===== config.mk =====
export PLATFORM = sky130hd
export DESIGN_NAME = ultrasonic_echo_ranging
export DESIGN_NICKNAME = d
export VERILOG_FILES = /design/src/rtl/uer_pkg.sv /design/src/rtl/ultrasonic_echo_ranging.sv
export SDC_FILE = /design/constraint.sdc
export NUM_CORES = 1
export LEC_CHECK = 0
export BUFFER_PORTS_ARGS = -buffer_cell sky130_fd_sc_hd__buf_2
export CAP_MARGIN = 20
export CORE_UTILIZATION = 53
export CTS_BUF_LIST = sky130_fd_sc_hd__clkbuf_8
export CTS_CLUSTER_SIZE = 30
export DETAILED_ROUTE_END_ITERATION = 8
export PLACE_DENSITY = 0.79
export SETUP_SLACK_MARGIN = 0.05
export SYNTH_ARGS = -nofsm -noshare
export SYNTH_HDL_FRONTEND = slang
export SYNTH_SLANG_ARGS = --single-unit

===== constraint.sdc =====
create_clock -name clk -period 3.8 [get_ports clk]
set_clock_uncertainty 0.15 [all_clocks]
set_input_delay 0.38 -clock clk [delete_from_list [all_inputs] [get_ports clk]]
set_output_delay 0.38 -clock clk [all_outputs]
set_load 0.02 [all_outputs]

===== src/rtl/uer_pkg.sv =====
`default_nettype none

package uer_pkg;

  typedef enum logic [1:0] {
    PH_IDLE   = 2'd0,
    PH_SETTLE = 2'd1,
    PH_PULSE  = 2'd2,
    PH_WAIT   = 2'd3
  } phase_t;

  typedef enum logic [1:0] {
    ST_WAIT_RISE = 2'd0,
    ST_WAIT_FALL = 2'd1,
    ST_COMPLETE  = 2'd2
  } echo_stage_t;

  typedef enum logic [1:0] {
    REG_SETTLE   = 2'd0,
    REG_PULSE    = 2'd1,
    REG_TIMEOUT  = 2'd2,
    REG_NO_ECHO  = 2'd3
  } reg_index_t;

  localparam int unsigned DIST_BITS = 11;
  localparam int unsigned REM_BITS  = 6;

  localparam logic [REM_BITS-1:0]  CM_DIVISOR     = 6'd59;
  localparam logic [7:0]           SETTLE_RESET   = 8'd4;
  localparam logic [7:0]           PULSE_RESET    = 8'd10;
  localparam logic [15:0]          TIMEOUT_RESET  = 16'd11800;
  localparam logic [DIST_BITS-1:0] NO_ECHO_RESET  = 11'd200;
  localparam logic [DIST_BITS-1:0] DIST_MAX       = '1;

endpackage

`default_nettype wire


===== src/rtl/ultrasonic_echo_ranging.sv =====
// A result is registered and valid in the cycle after its input transaction is accepted.
// Throughput: one tick per cycle while the result stream accepts; the only limit is the single
// output register, which refills in the cycle it is drained.
// The echo width is divided by 59 incrementally while the echo is high.
// Reset (rst, synchronous, active high) returns the sequencer to idle, clears the
// counters and distance, and loads the configuration registers with their defaults.
`default_nettype none

module ultrasonic_echo_ranging #(
  parameter int unsigned COUNT_BITS = 16
) (
  input  wire logic        clk,
  input  wire logic        rst,
  // Input stream.
  input  wire logic        s_tvalid,
  output logic             s_tready,
  input  wire logic [7:0]  s_tdata,   // [0] start_req, [1] echo_level, [7:2] zero
  // Result stream.
  output logic             m_tvalid,
  input  wire logic        m_tready,
  output logic [15:0]      m_tdata,   // [0] trigger_level, [1] busy_res, [2] done_res,
                                      // [13:3] distance_cm, [15:14] zero
  output logic [0:0]       m_tuser,   // [0] timed_out
  // Configuration port.
  input  wire logic        psel,
  input  wire logic        penable,
  input  wire logic        pwrite,
  input  wire logic [3:0]  paddr,
  input  wire logic [31:0] pwdata,
  output logic [31:0]      prdata,
  output logic             pready
);
  import uer_pkg::*;

  localparam int unsigned CMP_BITS = (COUNT_BITS > 16) ? COUNT_BITS : 16;
  localparam logic [COUNT_BITS-1:0] CountMax = '1;

  logic [7:0]           settle_ticks;
  logic [7:0]           pulse_ticks;
  logic [15:0]          timeout_ticks;
  logic [DIST_BITS-1:0] no_echo_distance;

  phase_t                  phase, phase_next;
  echo_stage_t             echo_stage, echo_stage_next;
  logic [COUNT_BITS-1:0]   tick_count, tick_count_next;
  logic [REM_BITS-1:0]     width_rem, width_rem_next;
  logic [DIST_BITS-1:0]    width_quo, width_quo_next;
  logic [DIST_BITS-1:0]    last_distance, last_distance_next;

  logic                    accept;
  logic                    start_req;
  logic                    echo_level;
  logic                    begin_meas;
  phase_t                  phase_eff;
  echo_stage_t             stage_base;
  logic [COUNT_BITS-1:0]   count_base;
  logic [COUNT_BITS-1:0]   count_inc;
  logic [CMP_BITS-1:0]     count_inc_ext;
  logic [CMP_BITS-1:0]     limit;
  logic                    rise_now;
  logic                    complete_now;
  logic                    timeout_hit;
  logic                    trigger_level;
  logic                    busy_res;
  logic                    done_res;
  logic                    timed_out;
  reg_index_t              cfg_index;
  logic                    cfg_write;

  assign pready    = 1'b1;
  assign cfg_index = reg_index_t'(paddr[3:2]);
  assign cfg_write = psel && penable && pwrite && pready;

  always_comb begin
    case (cfg_index)
      REG_SETTLE:  prdata = {24'd0, settle_ticks};
      REG_PULSE:   prdata = {24'd0, pulse_ticks};
      REG_TIMEOUT: prdata = {16'd0, timeout_ticks};
      REG_NO_ECHO: prdata = {21'd0, no_echo_distance};
      default:     prdata = 32'd0;
    endcase
  end

  always_ff @(posedge clk) begin
    if (rst) begin
      settle_ticks     <= SETTLE_RESET;
      pulse_ticks      <= PULSE_RESET;
      timeout_ticks    <= TIMEOUT_RESET;
      no_echo_distance <= NO_ECHO_RESET;
    end else if (cfg_write) begin
      case (cfg_index)
        REG_SETTLE:  settle_ticks     <= pwdata[7:0];
        REG_PULSE:   pulse_ticks      <= pwdata[7:0];
        REG_TIMEOUT: timeout_ticks    <= pwdata[15:0];
        REG_NO_ECHO: no_echo_distance <= pwdata[DIST_BITS-1:0];
        default: ;
      endcase
    end
  end

  assign s_tready   = !m_tvalid || m_tready;
  assign accept     = s_tvalid && s_tready;
  assign start_req  = s_tdata[0];
  assign echo_level = s_tdata[1];

  // A start seen while idle is handled as the first settle tick.
  assign begin_meas = (phase == PH_IDLE) && start_req;
  assign phase_eff  = begin_meas ? PH_SETTLE : phase;
  assign count_base = begin_meas ? '0 : tick_count;
  assign stage_base = begin_meas ? ST_WAIT_RISE : echo_stage;
  assign count_inc  = (count_base == CountMax) ? count_base : count_base + 1'b1;
  assign count_inc_ext = CMP_BITS'(count_inc);

  assign limit = (CMP_BITS'(timeout_ticks) > CMP_BITS'(CountMax)) ?
                 CMP_BITS'(CountMax) : CMP_BITS'(timeout_ticks);

  assign rise_now     = (stage_base == ST_WAIT_RISE) && echo_level;
  assign complete_now = ((stage_base == ST_WAIT_FALL) && !echo_level) ||
                        (stage_base == ST_COMPLETE);
  assign timeout_hit  = count_inc_ext >= limit;

  // Next state: sequencer, tick counter, echo tracking and distance.
  always_comb begin
    phase_next         = phase_eff;
    tick_count_next    = count_inc;
    echo_stage_next    = stage_base;
    width_rem_next     = width_rem;
    width_quo_next     = width_quo;
    last_distance_next = last_distance;
    case (phase_eff)
      PH_SETTLE: begin
        if (count_inc_ext >= CMP_BITS'(settle_ticks)) begin
          phase_next      = PH_PULSE;
          tick_count_next = '0;
        end
      end
      PH_PULSE: begin
        if (count_inc_ext >= CMP_BITS'(pulse_ticks)) begin
          phase_next      = PH_WAIT;
          tick_count_next = '0;
        end
      end
      PH_WAIT: begin
        // The echo width is kept as quotient and remainder by 59, so the
        // distance is ready on the falling tick.
        if (rise_now) begin
          echo_stage_next = ST_WAIT_FALL;
          width_quo_next  = '0;
          width_rem_next  = REM_BITS'(1);
        end else if ((stage_base == ST_WAIT_FALL) && !echo_level) begin
          echo_stage_next = ST_COMPLETE;
        end else if (stage_base == ST_WAIT_FALL) begin
          if (width_rem == CM_DIVISOR - 1'b1) begin
            width_rem_next = '0;
            if (width_quo != DIST_MAX) begin
              width_quo_next = width_quo + 1'b1;
            end
          end else begin
            width_rem_next = width_rem + 1'b1;
          end
        end
        if (complete_now) begin
          last_distance_next = width_quo;
          phase_next         = PH_IDLE;
        end else if (timeout_hit) begin
          last_distance_next = no_echo_distance;
          phase_next         = PH_IDLE;
        end
      end
      default: begin
        tick_count_next = tick_count;
      end
    endcase
  end

  // Result flags for the current tick.
  always_comb begin
    trigger_level = (phase_eff == PH_PULSE);
    busy_res      = (phase_eff != PH_IDLE);
    done_res      = (phase_eff == PH_WAIT) && (complete_now || timeout_hit);
    timed_out     = (phase_eff == PH_WAIT) && !complete_now && timeout_hit;
  end

  always_ff @(posedge clk) begin
    if (rst) begin
      phase         <= PH_IDLE;
      echo_stage    <= ST_WAIT_RISE;
      tick_count    <= '0;
      width_rem     <= '0;
      width_quo     <= '0;
      last_distance <= '0;
      m_tvalid      <= 1'b0;
    end else begin
      if (accept) begin
        phase         <= phase_next;
        echo_stage    <= echo_stage_next;
        tick_count    <= tick_count_next;
        width_rem     <= width_rem_next;
        width_quo     <= width_quo_next;
        last_distance <= last_distance_next;
        m_tvalid      <= 1'b1;
      end else if (m_tready) begin
        m_tvalid      <= 1'b0;
      end
    end
  end

  always_ff @(posedge clk) begin
    if (accept) begin
      m_tdata <= {2'b00, last_distance_next, done_res, busy_res, trigger_level};
      m_tuser <= timed_out;
    end
  end

`ifndef ASSERT_OFF
  a_timeout_has_done: assert property (@(posedge clk) disable iff (rst)
    m_tvalid && m_tuser[0] |-> m_tdata[2])
    else $error("timeout reported without done");

  a_done_returns_idle: assert property (@(posedge clk) disable iff (rst)
    accept && done_res |=> phase == PH_IDLE)
    else $error("sequencer not idle after a finished measurement");

  a_rem_in_range: assert property (@(posedge clk) disable iff (rst)
    width_rem < CM_DIVISOR)
    else $error("echo width remainder out of range");
`endif

endmodule

`default_nettype wire

==> impl_results.md, run 1 <==
- Outcome: complete, but fails checks
- Failing checks: setup timing
- GR Overflow Total: 0
- Required @ worst endpoint: 3.88 ns
- Number of distinct library cells after synthesis: 71
- Die Wd: 111 um
- Vias in the first global route: 5,569
- Final Slew Violations: 0
- Post-Syn Instances: 718
- Worst-Margin Slew: 1.00 ns
- Mapped cell area: 0.00626 mm2
- CTS Hold Bufs: 0
- Drt wl/cell: 17.8 um
- DRC viols: 0
- Startpoint Class: flip-flop
- Met2 track demand over resource: 0.477
- Synth warn: 0
- Initial antenna violation count: 0
- Unrepaired setup endpoints after global routing: true
- Placed cell count: 928
- Final WS setup: -0.292 ns
- Initial Utilization: 0.546
- Clock sinks: 107
- Antenna viol nets, final: 0
- Pwr/cell area: 276 mW/mm2
- Max transition margin: 0.329
- Die Ht: 111 um
- DRT iter0 DRCs: 428
- Final WL: 17,200 um
- Crit Path Class: flip-flop to flip-flop
- Via Count: 5,686
- Root Buffer: clkbuf_8
- Share of post-route cells with drive strength above 1: 0.305
- Largest net degree at the start of global routing: 51
- Core ar.: 0.0115 mm2
- Maxcap violations: 0
- DIE AREA: 0.0123 mm2
- Final std cells w/o fill: 966
- Min cycle time layout: 4.09 ns
- Met1 Use GR: 0.328
- Crit path max fanout: 6
- Top_reg_cell synth: dfxtp_1
- Sequential share of the synthesized area: 0.366
- Final estimated routing congestion in global placement: 0.957
- H-tree lvl count: 3
- Synth Register Bits: 107
- GR peak layer: met2
- GR Util met3: 0.0596
- TritonRoute pass-1 iters: 5
- Worst hold path type: input pin to flip-flop
- Crit path capture type: flip-flop
- Clock Tree Buf Depth: 2
- CTS tree: built
- Worst VDD drop: 0.320 mV
- Dpl hpwl: 11,500 um
- EDFF count, synth: 15
- Period Utilization, post-route: 1.08
- Total I/O pin count: 103
- Worst skew pair latency: 0.39 ns
- Final #Nets: 905
- Diodes inserted: 0
- Vias per cell: 5.89
- Final setup viols: 33
- Arrival @ worst endpoint: 4.18 ns
- Syn Area/Cell: 8.73 um2
- Max Fclk: 244 MHz
- Final hold vios: 0
- Port Buffers: 59
- Site Rows: 39
- Fin Hold WS: 0.0650 ns
- First-pass GRT wire length: 26,800 um
- Inserted Clock Buffers: 9
- CTS clk-pin slew, worst paths: 0.10 ns
- Layout area overhead: 26.1%
- FFs w/ async S/R, synth: 0
- All-Layer GR Usage: 0.271
- Leak: 3.20 nW
area by class of cell:
class	instances	area, um2
clock inverters	7	91.3
flip-flops and latches	107	2290
well taps	143	179
repair buffers	131	1000
clock buffers	9	124
multi-input cells	518	4020
inverters	51	191
fillers	818	3570
cell families after synthesis:
group	share of synthesized area
AND/OR/NAND/NOR	0.207
AO/OA/AOI/OAI	0.183
buffers and inverters	0.0829
flip-flops	0.366
adder cells (fa/ha/maj)	0.0719
multiplexers	0.0611
XOR/XNOR	0.0280
other	0.00120
flip-flops by register name, indices dropped and copies added (netlist names):
signal            cells
phase                 2
last_distance        11
no_echo_distance     11
timeout_ticks        16
m_tvalid              1
settle_ticks          8
tick_count           16
m_tdata              14
m_tuser               1
echo_stage            2
width_rem             6
width_quo            11
pulse_ticks           8
final timing paths:
path | startpoint | endpoint | slack [ns] | depth (start not counted)
setup / recovery | phase[1] | m_tdata[4] | -0.29 | 19
hold / removal | pwdata[13] | timeout_ticks[13] | 0.07 | 3
setup reg to reg | phase[1] | m_tdata[4] | -0.29 | 19
hold reg to reg | last_distance[5] | last_distance[5] | 0.32 | 2
cells in the final DEF (no fill, tap or decap), drive strengths merged, types with 10 or more instances in the layout:
cell / n
dfxtp: 92
nand2: 99
o21ai: 16
a221oi: 11
a21o: 11
o211ai: 17
xor2: 14
nand4: 15
inv: 53
and2: 13
nor2: 65
o2bb2ai: 10
a2bb2oi: 11
mux2i: 18
ha: 36
clkbuf: 12
nand3: 19
nor3: 11
conb: 19
a21oi: 38
edfxtp: 15
buf: 128
per-stage QoR:
step / utilization / area, um2 / power, W / setup TNS, ns / worst slack [ns]
floorplan: - / 6470 / 0.00136 / -3.66 / -0.167
global placement: 0.611 / 7010 / 0.00141 / -11.33 / -0.430
detailed placement: 0.611 / 7010 / 0.00142 / -15.07 / -0.548
CTS: 0.661 / 7580 / 0.00219 / -4.47 / -0.175
global route: 0.689 / 7900 / 0.00226 / -10.24 / -0.380
finish: 0.689 / 7900 / 0.00218 / -6.56 / -0.292
synth_stat cells, types with 12 or more instances:
cell type	n	share of area
ha_1	36	0.072
nor2_1	65	0.039
edfxtp_1	15	0.072
mux2i_1	18	0.029
inv_1	51	0.031
clkbuf_1	31	0.019
xor2_1	14	0.020
buf_4	20	0.024
nand3_1	16	0.013
a21oi_1	36	0.029
nand2_1	98	0.059
o211ai_1	14	0.017
nand4_1	15	0.015
dfxtp_1	92	0.29
and2_1	12	0.012
layer usage:
metal | up-vias | share of wire
met5 | - | 0
li1 | 2709 | -
met2 | 210 | 0.52
met4 | 0 | 0.019
met1 | 2736 | 0.41
met3 | 31 | 0.058
timing repair:
item | 4_1_cts | 5_1_grt
pin swaps | 21 | 21
buffers inserted | 14 | 5
gates cloned | 2 | 2
endpoints found under the setup margin | 40 | 40
gates resized for setup | 38 | 39
worst max-delay path, stage by stage, from the launching register on:
cell and delay, ns:
dfxtp_2 0.34, or3b_4 0.42, and2_4 0.17, ha_4 0.15, buf_4 0.14, and4_4 0.20
nand3_2 0.07, nand4b_1 0.15, buf_4 0.19, buf_4 0.13, xor2_2 0.12, nor2_2 0.07
ha_1 0.33, o211ai_1 0.14, o31ai_4 0.39, buf_6 0.17, a21oi_4 0.04, a21oi_4 0.23
buf_12 0.15, a2bb2oi_1 0.17
where the power goes:
| group | total, W | switching (W) | internal [W] |
|---|---|---|---|
| clock network | 0.000772 | 0.000401 | 0.000370 |
| registers | 0.00117 | 0.00000968 | 0.00116 |
| logic | 0.000235 | 0.000152 | 0.0000827 |
No activity file was read; power rests on OpenSTA's default activity.
==> run 2: changes to the inputs <==
--- a/config.mk
+++ b/config.mk
@@ -12,6 +12,7 @@
 export CTS_CLUSTER_SIZE = 30
 export DETAILED_ROUTE_END_ITERATION = 8
 export PLACE_DENSITY = 0.79
+export REMOVE_ABC_BUFFERS = 1
 export SETUP_SLACK_MARGIN = 0.05
 export SYNTH_ARGS = -nofsm -noshare
 export SYNTH_HDL_FRONTEND = slang
==> run 2 against run 1 <==
Effect of this change:
- the run still ends with setup timing left
- sequential power hardly changed
- critical path depth is the same
- power up 1.0%
- combinational power fell by 2%
- fmax grew 1.6%
- wire length is 0.32% higher
- sequential cell count did not move
- clock-buffer cell count unchanged
- critical path type unchanged
- critical endpoint is now m_tdata[3]
==> impl_results.md, run 2 (synthesis results as in run 1) <==
- Arrival @ worst endpoint: 4.00 ns
- Dpl hpwl: 12,000 um
- Vias per cell: 6.03
- Final core occ: 0.670
- Final setup viols: 40
- Maxcap violations: 0
- Layout area overhead: 22.6%
- Crit Path Class: flip-flop to flip-flop
- Total power draw: 0.00220 W
- CTS clk-pin slew, worst paths: 0.11 ns
- Largest net degree at the start of global routing: 27
- Initial antenna violation count: 0
- Inserted Clock Buffers: 9
- Commonest non-fill, non-tap cell in the layout: nand2_1
- Period Utilization, post-route: 1.06
- Via Count: 5,789
- Worst Reg-to-Reg Cells: 19
- Worst VDD drop: 0.236 mV
- Worst-Margin Slew: 1.02 ns
- First-pass GRT wire length: 27,500 um
- Diodes inserted: 0
- GR Util met3: 0.0405
- Max transition margin: 0.318
- Final hold vios: 0
- Clock Tree Buf Depth: 2
- Reg2Reg Setup Slack: -0.23 ns
- Unrepaired setup endpoints after global routing: true
- Crit path max fanout: 6
- All-Layer GR Usage: 0.280
- Hold EP: timeout_ticks[13]
- Leak: 3.13 nW
- Fill count: 839
- Drt wl/cell: 17.9 um
- Site Rows: 39
- Final WL: 17,200 um
- Pwr/cell area: 287 mW/mm2
- Max Fclk: 248 MHz
- Startpoint Class: flip-flop
- Final WS setup: -0.229 ns
- Die Ht: 111 um
- Most frequent cells in the layout: 97 x nand2_1, 90 x dfxtp_1, 62 x nor2_1
- Port Buffers: 59
- Share of post-route cells with drive strength above 1: 0.285
- Final Slew Violations: 0
- Min-delay src: pwdata[13]
- H-tree lvl count: 3
- DIE AREA: 0.0123 mm2
- GR Overflow Total: 0
- Met2 track demand over resource: 0.465
- Final #Nets: 899
- DRT iter0 DRCs: 516
- Final estimated routing congestion in global placement: 0.939
- Failing checks: setup timing
- Met1 Use GR: 0.368
- Die Wd: 111 um
- Initial Utilization: 0.546
- Vias in the first global route: 5,551
- Outcome: complete, but fails checks
- Core ar.: 0.0115 mm2
- CTS tree: built
- Worst skew pair latency: 0.39 ns
- Crit path capture type: flip-flop
- Min cycle time layout: 4.03 ns
- Clock sinks: 107
- DRC viols: 0
- Hold depth: 3
- Root Buffer: clkbuf_8
- Worst r2r src: phase[0]
- Top flop regs: tick_count: 16 flops, timeout_ticks: 16 flops, m_tdata: 14 flops
- Required @ worst endpoint: 3.77 ns
- R2r endpoint: m_tdata[3]
- Total I/O pin count: 103
- TritonRoute pass-1 iters: 5
- GR peak layer: met2
- Antenna viol nets, final: 0
- Worst hold path type: input pin to flip-flop
run 2: changes by cell type in the layout (fill, tap and decap cells not counted), moves of 2 or more:
cell and change:
nor3_1 +2, buf_12 -3, o21ai_1 +2, a21oi_1 +2, ha_1 -2, a21oi_2 -2, nor3_2 -2, a2bb2oi_1 +3
clkbuf_16 -2, a221oi_1 +2, a2bb2oi_2 -3, o2bb2ai_2 +2
run 2: power by group:
group	total (W)	switching (W)	internal, W
clock network	0.000798	0.000420	0.000378
registers	0.00117	0.0000101	0.00116
logic	0.000230	0.000151	0.0000787
run 2: worst max-delay path by stage:
stage	startpoint	endpoint	slack, ns
finish	phase[0]	m_tdata[3]	-0.23
CTS	phase[0]	m_tdata[8]	-0.13
global route	phase[0]	m_tdata[3]	-0.31
floorplan	phase[0]	last_distance[0]	-0.88
detailed placement	s_tdata[0]	m_tdata[8]	-0.47
global placement	s_tdata[0]	phase[0]	-0.34
run 2: final cells by class:
type,instances,area (um2),share of cell area
clock buffers,9,124,0.0161
clock inverters,7,97.6,0.0127
inverters,51,191,0.0249
multi-input cells,518,3920,0.510
flip-flops and latches,107,2290,0.299
well taps,143,179,0.0233
repair buffers,125,880,0.115
run 2: worst max-delay path, stage by stage, from the launching register on:
cell and delay, ns:
dfxtp_2 0.36, or3b_4 0.15, and2_4 0.15, ha_4 0.13, nand4_1 0.13, or4_4 0.52, o31ai_4 0.26, xor2_1 0.22
nor2_2 0.09, ha_2 0.19, a21o_1 0.18, a21o_1 0.16, a211oi_2 0.18, o31ai_1 0.09, buf_4 0.16, buf_6 0.12
a21oi_4 0.15, a21oi_4 0.08, buf_6 0.16, a2bb2oi_2 0.13
run 2: layer usage:
| metal | part of all wire | vias up | wire length [um] |
|---|---|---|---|
| met5 | 0 | - | 0 |
| met4 | 0.024 | 0 | 414 |
| met3 | 0.073 | 33 | 1260 |
| met2 | 0.48 | 266 | 8320 |
| met1 | 0.42 | 2790 | 7220 |
| li1 | - | 2700 | - |
run 2: metrics by stage:
step                      hold WS (ns)  setup WS (ns)  std cells  instance area (um2)  setup TNS [ns]
after global routing            0.0946         -0.310        960                 7680           -9.02
after floorplan                  0.289         -0.881        676                 6000          -20.91
after detailed placement         0.313         -0.465        937                 6940          -15.20
final                           0.0606         -0.229        960                 7680           -5.04
after CTS                       0.0541         -0.129        958                 7410           -2.55
after global placement           0.307         -0.335        937                 6940          -11.01
run 2: repair_timing:
item                                    in CTS  in global routing
setup buffers                                3                  1
endpoints found under the setup margin      40                 40
cloned                                       2                  1
gates resized for setup                     42                 41
hold buffers                                 0                  0
pin swaps                                   22                 25
==> run 3: changes to the inputs <==
--- a/config.mk
+++ b/config.mk
@@ -11,7 +11,7 @@
 export CTS_BUF_LIST = sky130_fd_sc_hd__clkbuf_8
 export CTS_CLUSTER_SIZE = 30
 export DETAILED_ROUTE_END_ITERATION = 8
-export PLACE_DENSITY = 0.79
+export PLACE_DENSITY = 0.9
 export REMOVE_ABC_BUFFERS = 1
 export SETUP_SLACK_MARGIN = 0.05
 export SYNTH_ARGS = -nofsm -noshare
==> run 3 against run 2 <==
Effect of this change:
- the flow still finishes with violations (setup timing)
- clock power decreased by 14%
- combinational power grew 7%
- setup slack worse by 0.29 ns
- sequential share of layout area fell by 0.22 points
- critical path type unchanged
==> impl_results.md, run 3 (synthesis results as in run 1) <==
- Unrepaired setup endpoints after global routing: true
- Final Slew Violations: 0
- Drt wl/cell: 19.2 um
- Top flop regs: tick_count: 16 flops, timeout_ticks: 16 flops, m_tdata: 14 flops
- Layout area overhead: 23.5%
- Final WS setup: -0.520 ns
- DRT iter0 DRCs: 684
- Maxcap violations: 0
- Pwr/cell area: 273 mW/mm2
- Core ar.: 0.0115 mm2
- GR peak layer: met2
- Reg2Reg Setup Slack: -0.52 ns
- Largest net degree at the start of global routing: 48
- Clock Tree Buf Depth: 2
- Share of post-route cells with drive strength above 1: 0.285
- DIE AREA: 0.0123 mm2
- Period Utilization, post-route: 1.14
- Via Count: 6,067
- First-pass GRT wire length: 28,700 um
- Initial antenna violation count: 0
- Final #Nets: 918
- Met2 track demand over resource: 0.443
- Hold EP: timeout_ticks[11]
- GR Util met3: 0.0563
- Startpoint Class: flip-flop
- Site Rows: 39
- CTS clk-pin slew, worst paths: 0.11 ns
- Final estimated routing congestion in global placement: 0.927
- Fin Hold WS: 0.0729 ns
- Min-delay src: pwdata[11]
- TritonRoute pass-1 iters: 6
- Die Ht: 111 um
- Crit path max fanout: 5
- Dpl hpwl: 11,700 um
- Final setup viols: 40
- Total I/O pin count: 103
- Most frequent cells in the layout: 97 x nand2_1, 90 x dfxtp_1, 71 x buf_4
- Port Buffers: 59
- Worst-Margin Slew: 1.08 ns
- Met1 Use GR: 0.395
- H-tree lvl count: 3
- Crit path capture type: flip-flop
- Required @ worst endpoint: 3.92 ns
- DRC viols: 0
- Outcome: complete, but fails checks
- Worst VDD drop: 0.261 mV
- CTS Hold Bufs: 0
- Commonest non-fill, non-tap cell in the layout: nand2_1
- Min cycle time layout: 4.32 ns
- Final WL: 18,800 um
- All-Layer GR Usage: 0.292
- Final hold vios: 0
- Clock sinks: 107
- Die Wd: 111 um
- Worst skew pair latency: 0.39 ns
- Leak: 3.21 nW
- Hold depth: 3
- Inserted Clock Buffers: 9
- Initial Utilization: 0.546
- Worst r2r src: phase[0]
- Vias in the first global route: 5,576
- Placed cell count: 946
- Diodes inserted: 0
- Root Buffer: clkbuf_8
- Failing checks: setup timing
- Worst hold path type: input pin to flip-flop
- Arrival @ worst endpoint: 4.44 ns
- Max Fclk: 231 MHz
- CTS tree: built
- Worst Reg-to-Reg Cells: 18
- Antenna viol nets, final: 0
- Vias per cell: 6.20
- GR Overflow Total: 0
- Final std cells w/o fill: 978
- Crit Path Class: flip-flop to flip-flop
- Max transition margin: 0.275
- R2r endpoint: last_distance[3]
==> run 3: changes by cell type in the layout (fill, tap and decap cells not counted), sizes merged <==
cell | previous run | this run
buf | 124 | 143
bufinv | 2 | 1
clkinv | 1 | 3
inv | 55 | 53
==> run 3: timing repair <==
action,CTS,global route
cloned,2,2
endpoints found under the setup margin,40,40
resized for setup,57,17
pin swaps,19,16
buffers inserted,7,7
==> run 3: report_power, final <==
| part | total, W | internal (W) | switching [W] |
|---|---|---|---|
| Combinational | 0.000246 | 0.0000851 | 0.000161 |
| Sequential | 0.00117 | 0.00116 | 0.0000114 |
| Clock | 0.000688 | 0.000297 | 0.000391 |
==> run 3: area by class of cell <==
cell class | count | area [um2]
multi-input cells | 518 | 3850
fillers | 805 | 3730
clock buffers | 9 | 124
well taps | 143 | 179
flip-flops and latches | 107 | 2290
clock inverters | 6 | 56.3
inverters | 51 | 191
repair buffers | 144 | 1040
==> run 3: worst max path at each step <==
stage                              to  slack, ns  cells after the start        from
CTS                  last_distance[4]      -0.13                     18    phase[1]
global route         last_distance[3]      -0.66                     19    phase[0]
floorplan            last_distance[0]      -0.88                     16    phase[0]
finish               last_distance[3]      -0.52                     18    phase[0]
global placement    last_distance[10]      -0.39                     19  s_tdata[0]
detailed placement  last_distance[10]      -0.49                     18  s_tdata[0]
==> run 3: critical path, stage by stage (launching register included) <==
cell	delay, ns
dfxtp_2	0.37
or3b_4	0.16
and2_4	0.16
ha_4	0.13
nand4_1	0.12
buf_4	0.18
nor4_4	0.34
buf_4	0.21
a21oi_2	0.07
xnor2_2	0.31
ha_1	0.32
a21o_1	0.18
a211oi_2	0.30
o211ai_1	0.17
buf_4	0.18
a21o_4	0.22
clkbuf_16	0.15
o2bb2ai_1	0.13
a221oi_1	0.34
==> run 3: metrics by stage <==
| stage | area [um2] | setup TNS (ns) | setup WS [ns] | power (W) | util |
|---|---|---|---|---|---|
| after floorplan | 6000 | -20.91 | -0.881 | 0.00131 | - |
| after global placement | 7020 | -12.20 | -0.386 | 0.00141 | 0.612 |
| after detailed placement | 7020 | -16.33 | -0.494 | 0.00141 | 0.612 |
| after CTS | 7560 | -2.62 | -0.134 | 0.00210 | 0.660 |
| after global routing | 7740 | -16.72 | -0.657 | 0.00218 | 0.675 |
| final | 7740 | -12.66 | -0.520 | 0.00211 | 0.675 |
==> run 3: layer usage <==
| metal | up-vias | share of wire |
|---|---|---|
| li1 | 2729 | - |
| met1 | 2856 | 0.40 |
| met2 | 399 | 0.45 |
| met3 | 83 | 0.094 |
| met4 | 0 | 0.051 |
| met5 | - | 0 |
